==> src/rtl/ccm_pkg.sv <==
`timescale 1ns / 1ps

package ccm_pkg;

  // flag store geometry
  localparam int unsigned SLOTS = 4096;
  localparam int unsigned IDX_W = (SLOTS > 1) ? $clog2(SLOTS) : 1;

  localparam int unsigned ADDR_W    = 32;
  localparam int unsigned SLOT_CNT_W = 13;
  localparam int unsigned CNT_W     = 64;
  localparam int unsigned UNIQ_W    = 13;
  localparam int unsigned OUTC_W    = 14;
  localparam int unsigned CFG_IDX_W = 1;

  typedef enum logic [1:0] {
    FUNC_INSTR  = 2'd0,
    FUNC_BRANCH = 2'd1,
    FUNC_QUERY  = 2'd2,
    FUNC_CLEAR  = 2'd3
  } func_t;

  // configuration register indexes
  localparam logic [CFG_IDX_W-1:0] CFG_REGION_BASE  = 1'd0;
  localparam logic [CFG_IDX_W-1:0] CFG_REGION_SLOTS = 1'd1;

  localparam logic [SLOT_CNT_W-1:0] REGION_SLOTS_RST = 13'd4096;

  // flag bit positions
  localparam int unsigned FLAG_EXEC      = 0;
  localparam int unsigned FLAG_TAKEN     = 1;
  localparam int unsigned FLAG_NOT_TAKEN = 2;

  typedef struct packed {
    func_t              func;
    logic [ADDR_W-1:0]  address;
    logic               taken;
  } in_item_t;

  typedef struct packed {
    logic              in_range;
    logic [2:0]        slot_flags;
    logic [CNT_W-1:0]  instructions;
    logic [CNT_W-1:0]  outside_hits;
    logic [CNT_W-1:0]  branch_events;
    logic [CNT_W-1:0]  taken_events;
    logic [CNT_W-1:0]  not_taken_events;
    logic [UNIQ_W-1:0] unique_executed;
    logic [UNIQ_W-1:0] branch_sites_seen;
    logic [OUTC_W-1:0] branch_outcomes_seen;
    logic [UNIQ_W-1:0] fully_covered_sites;
  } out_item_t;

  // controller to datapath
  typedef struct packed {
    logic             load;
    logic             exec;
    logic             sweep_we;
    logic [IDX_W-1:0] sweep_addr;
  } ctrl_cmd_t;

  // datapath to controller
  typedef struct packed {
    logic clear_item;
  } dp_status_t;

endpackage

==> src/rtl/ccm_ctrl.sv <==
`timescale 1ns / 1ps

module ccm_ctrl (
  input  logic                clk,
  input  logic                rst_n,
  input  logic                start,
  output logic                busy,
  input  ccm_pkg::dp_status_t status,
  output ccm_pkg::ctrl_cmd_t  cmd
);

  typedef enum logic [1:0] {
    ST_SWEEP,
    ST_IDLE,
    ST_EXEC
  } state_t;

  state_t                      state_r;
  logic [ccm_pkg::IDX_W-1:0]   sweep_cnt_r;

  always_ff @(posedge clk) begin
    if (!rst_n) begin
      state_r     <= ST_SWEEP;
      sweep_cnt_r <= '0;
    end else begin
      case (state_r)
        ST_IDLE: begin
          if (start) state_r <= ST_EXEC;
        end
        ST_EXEC: begin
          if (status.clear_item) begin
            state_r     <= ST_SWEEP;
            sweep_cnt_r <= '0;
          end else begin
            state_r <= ST_IDLE;
          end
        end
        ST_SWEEP: begin
          if (sweep_cnt_r == ccm_pkg::IDX_W'(ccm_pkg::SLOTS - 1)) begin
            state_r <= ST_IDLE;
          end else begin
            sweep_cnt_r <= sweep_cnt_r + 1'b1;
          end
        end
        default: state_r <= ST_SWEEP;
      endcase
    end
  end

  assign busy           = (state_r != ST_IDLE);
  assign cmd.load       = (state_r == ST_IDLE) && start;
  assign cmd.exec       = (state_r == ST_EXEC);
  assign cmd.sweep_we   = (state_r == ST_SWEEP);
  assign cmd.sweep_addr = sweep_cnt_r;

endmodule

==> config.mk <==
export PLATFORM = sky130hd
export DESIGN_NAME = ccm_ctrl
export DESIGN_NICKNAME = d
export VERILOG_FILES = /design/src/rtl/ccm_pkg.sv /design/src/rtl/ccm_ctrl.sv
export SDC_FILE = /design/constraint.sdc
export NUM_CORES = 1
export LEC_CHECK = 0
export BUFFER_PORTS_ARGS = -buffer_cell sky130_fd_sc_hd__buf_2
export CAP_MARGIN = 15
export CORE_MARGIN = 2
export CORE_UTILIZATION = 45
export DETAILED_ROUTE_END_ITERATION = 10
export HOLD_SLACK_MARGIN = 0.06
export PLACE_DENSITY_LB_ADDON = 0.05
export REMOVE_ABC_BUFFERS = 1
export SYNTH_ARGS = -nofsm -noshare
export SYNTH_HDL_FRONTEND = slang
export SYNTH_SLANG_ARGS = --single-unit
==> constraint.sdc <==
create_clock -name clk -period 4.12 [get_ports clk]
set_input_delay 0.618 -clock clk [delete_from_list [all_inputs] [get_ports clk]]
set_output_delay 0.618 -clock clk [all_outputs]
set_load 0.05 [all_outputs]
# After elaboration in Yosys (flattened, before gate mapping)
# Index checks and enable logic that the tools add are counted.
[totals]
register_bits = 14
in_bits = 4
wordCells = 23
out_inout_bits = 16
[classes]
n_addsub = 1
n_mux = 7
reduce_logical = 5
eq_ne = 8
[op_table]
columns = ["operator", "n"]
rows = [
  ["$mux 12", 2],
  ["$pmux 12 s2", 1],
  ["$add 12x1->12 const B", 1],
  ["$eq 12x12->1 const B", 1],
  ["$ne 2x2->1 const B", 3],
  ["$pmux 2 s3", 1],
  ["$mux 2", 2],
  ["$ne 2x1->1 const B", 2],
  ["$reduce_and 3->1", 1],
  ["$eq 2x1->1 const B", 1],
  ["$eq 2x2->1 const B", 1],
  ["$logic_not 2->1", 1],
  ["$reduce_and 2->1", 1],
  ["$reduce_bool 2->1", 1],
  ["$logic_and 1x1->1", 1],
  ["$mux 1", 1],
]

# Depth between registers and ports, before layout
[depth]
word_depth = 3
mapped_depth = 7
ltp_nobuf = 5

# Worst setup path before layout
# OpenSTA, ideal clock, no wires.
[synth_path]
path_type = "register -> output"
startpoint = "register state_r[1]"
endpoint = "output port cmd[14] (netlist bit)"
stages_incl_launch_ff = 3
arrival_time_ns = 1.526
required_time_ns = 3.502
setup_slack_ns = 1.976
path_buffers = 0
path_cell_list = "dfxtp_1 -> nand2b_1 -> nor2_1"
[synth_lines]
columns = ["element", "line", "text"]
rows = [
  ["from (decl)", "ccm_ctrl.sv:18", "state_t state_r;"],
  ["from (signal assigned)", "ccm_ctrl.sv:23", "state_r <= ST_SWEEP;"],
  ["from (signal assigned)", "ccm_ctrl.sv:28", "if (start) state_r <= ST_EXEC;"],
  ["from (signal assigned)", "ccm_ctrl.sv:32", "state_r <= ST_SWEEP;"],
  ["to (decl)", "ccm_ctrl.sv:9", "output ccm_pkg::ctrl_cmd_t cmd"],
]

==> summary.md <==
| Metric | Value |
|---|---|
| Peak supply drop | around 180 uV |
| Fin Hold WS | a little over 0.5 ns |
| Vias | about 750 |
| # DRC | 0 |
| GRT Total Usage | about a fifth |
| Area taken by multi-input logic gates | slightly below 500 um2 |
| R2r setup slk | 2.27 ns |
| Power per standard cell area | between 200 and 300 nW/um2 |
| Sw Share | between 20% and 30% |
| # clock sinks | 14 |
| Core area | roughly 1700 um2 |
| TritonCTS buffer count | 3 |
| Register share of total power | 53.5% |
| Post-synthesis cell type count | 37 |
| Share of the yosys chip area belonging to registers | 34.89% |
| Synth area leaders | dfxtp_1 (35%), o21ai_0 (7.5%), nor3_1 (4.4%) |
| Per-cell routed wire length | about 13 um |
| Most frequent cell after synthesis | dfxtp_1 |
| CTS resizes | 0 |
| Area leader, netlist | dfxtp_1 |
| Number of antenna violations at the first check in global routing | 0 |
| Detailed Routing Iterations Pass 1 | 6 |
| Async S/R FF share, synth | 0% |
| Initial Util | a little under half |
| Clock buffer depth | 2 |
| Status | finished, final reports clean |
| Area Overhead vs Synth | 18.69% |
| Area of the die | between 2000 and 2500 um2 |
| Root Driver | clkbuf_4 |
| NetSw | approximately 0.065 mW |
| Hold crit path type | flop to flop |
| Crit share post-route | between 50% and 60% |
| Design area | about 950 um2 |
| Layout cells sized above 1 | a little under a third |
| Critical Setup Path Class | flop to output port |
| Nets | ~120 |
| Final setup viols | 0 |
| Crit. End Element | output port |
| DP Area | approximately 920 um2 |
| Die span in x | about 46 um |
| Final WS setup | ~1.9 ns |
| Setup TNS | 0 ns |
| Combinational fraction of design power | under 10% |
| Unrepaired setup endpoints after global routing | no |
| Yosys Warn Count | 0 |
| Port bufs | 19 |
| Clock latency on the worst-skew pair | 0.28 ns |
| Final Hold Viols | 0 |
| Syn Area/Cell | between 8 and 9 um2 |
| Pins Over Slew Limit | 0 |
| Routability Congestion | about 0.79 |
| Leakage power | approximately 0.5 nW |
| Critical path peak fanout | 12 |
| Clock Pin Slew Worst Setup and Hold Paths | around 0.09 ns |
| Startpoint Class | flop |
| H-tree levels | 1 |
| Main synth FF type | dfxtp_1 |
| Worst Path Required | around 3.5 ns |
| Row Count | 15 |
| EDFF count, synth | 0 |
| Final core occ | 55.82% |
| #FFs+latches synth | 14 |
| Filler cells | ~170 |
| Top-Level Pins | 20 |
| Mapped Cells | 92 |
| Crit path DAT | 1.64 ns |
| DP HPWL | roughly 1300 um |
| Pin count of the biggest net entering global routing | 13 |
| Clock Skew | ~0.0073 ns |
| Clock power share | 37.7% |
| Slew headroom | 70.41% |
| ANT cells | 0 |
| Syn Std Cell Area | roughly 800 um2 |
| Vias in the first global route | about 620 |
| Internal Pwr Total | around 0.20 mW |
| WL final | roughly 1800 um |
| Storage cell area | 280.3 um2 |
| Max cap viols | 0 |
| CTS tree | yes |
| Setup Fix Bufs, Post-CTS | 0 |
| Post-DRT Antenna Nets | 0 |
| Least-Margin Pin Slew | roughly 0.44 ns |
| Tmin final | 2.261 ns |
| Global-route wire length before repair | approximately 2900 um |
| Total gr overflow | 0 |
| Post-synth top cells | dfxtp_1 (14), o21ai_0 (12), nand2_1 (8) |
| Via/cell ratio | 5.489 |
| Setup Slack @ Placement | between 2 and 2.5 ns |
| Achievable frequency | between 400 and 500 MHz |
| First DRT Iteration DRCs | 9 |
| Chip height | approximately 46 um |
| Top-area cell type share of the netlist area | a little over a third |
| Hold_buf cts | 0 |
## layout make-up
class / count / share of cell area, %
Clock buffer: 4 / 3.806
Inverter: 6 / 2.362
Multi-Input combinational cell: 69 / 51.18
Sequential cell: 14 / 29.40
Tap cell: 25 / 3.281
Timing Repair Buffer: 19 / 9.974
## metal layers
layer | share of wire (%) | routed length [um] | vias up | GRT usage [%]
li1 | - | - | 393 | -
met1 | 51 | 918 | 345 | 27.25
met2 | 46 | 818 | 12 | 27.78
met3 | 2.6 | 46 | 2 | 4.706
met4 | 0.72 | 13 | 0 | 10.29
met5 | 0 | 0 | - | 0
## cells in the final DEF (no fill, tap or decap), types with 2 or more instances in the layout
| cell type | count |
|---|---|
| nor3_1 | 7 |
| clkbuf_4 | 3 |
| nand3_1 | 3 |
| inv_1 | 6 |
| o221a_1 | 2 |
| a31oi_1 | 5 |
| dfxtp_1 | 14 |
| nor2_1 | 2 |
| nand2_1 | 8 |
| buf_2 | 19 |
| a21oi_1 | 3 |
| or3_1 | 2 |
| o21ai_0 | 12 |
| or2_2 | 2 |
## cells by family (layout without fill, tap and decap cells)
logic type / Yosys count / after routing / share of synthesized area (%)
and+or+nand+nor: 37 / 37 / 30.69
DFF: 14 / 14 / 34.89
AOI/OAI and AO/OA: 31 / 31 / 28.51
adders and majority gates: 1 / 1 / 1.557
buffers and inverters: 9 / 29 / 4.361
## final timing paths
path,end,cells past startpoint,startpoint
setup / recovery,cmd[12],3,state_r[0]
hold / removal,sweep_cnt_r[7],1,sweep_cnt_r[7]
setup reg to reg,sweep_cnt_r[2],5,sweep_cnt_r[0]
hold reg to reg,sweep_cnt_r[7],1,sweep_cnt_r[7]
## registers in the layout, indices dropped and copies added (netlist names)
register	flops
sweep_cnt_r	12
state_r	2
## worst max-delay path: stages, from the launching register on
cell and delay, ns:
dfxtp_1 0.36, or2_1 0.33, inv_1 0.33, buf_2 0.34
## power groups by stage
| stage | registers [mW] | clock network (mW) | logic, mW |
|---|---|---|---|
| 6_report | 0.141 | 0.0994 | 0.0233 |
| 5_1_grt | 0.142 | 0.111 | 0.0247 |
| 4_1_cts | 0.141 | 0.105 | 0.0236 |
| 3_5_place_dp | 0.145 | 0 | 0.0234 |
| 3_3_place_gp | 0.144 | 0 | 0.0235 |
| 2_1_floorplan | 0.153 | 0 | 0.00770 |
## per-stage QoR
stage | std cells | power [mW]
after CTS | 137 | 0.2700
after detailed placement | 133 | 0.1680
after global routing | 137 | 0.2778
final | 137 | 0.2641
after global placement | 133 | 0.1680
after floorplan | 89 | 0.1606
Note: power is estimated with default switching activity, not from simulation.
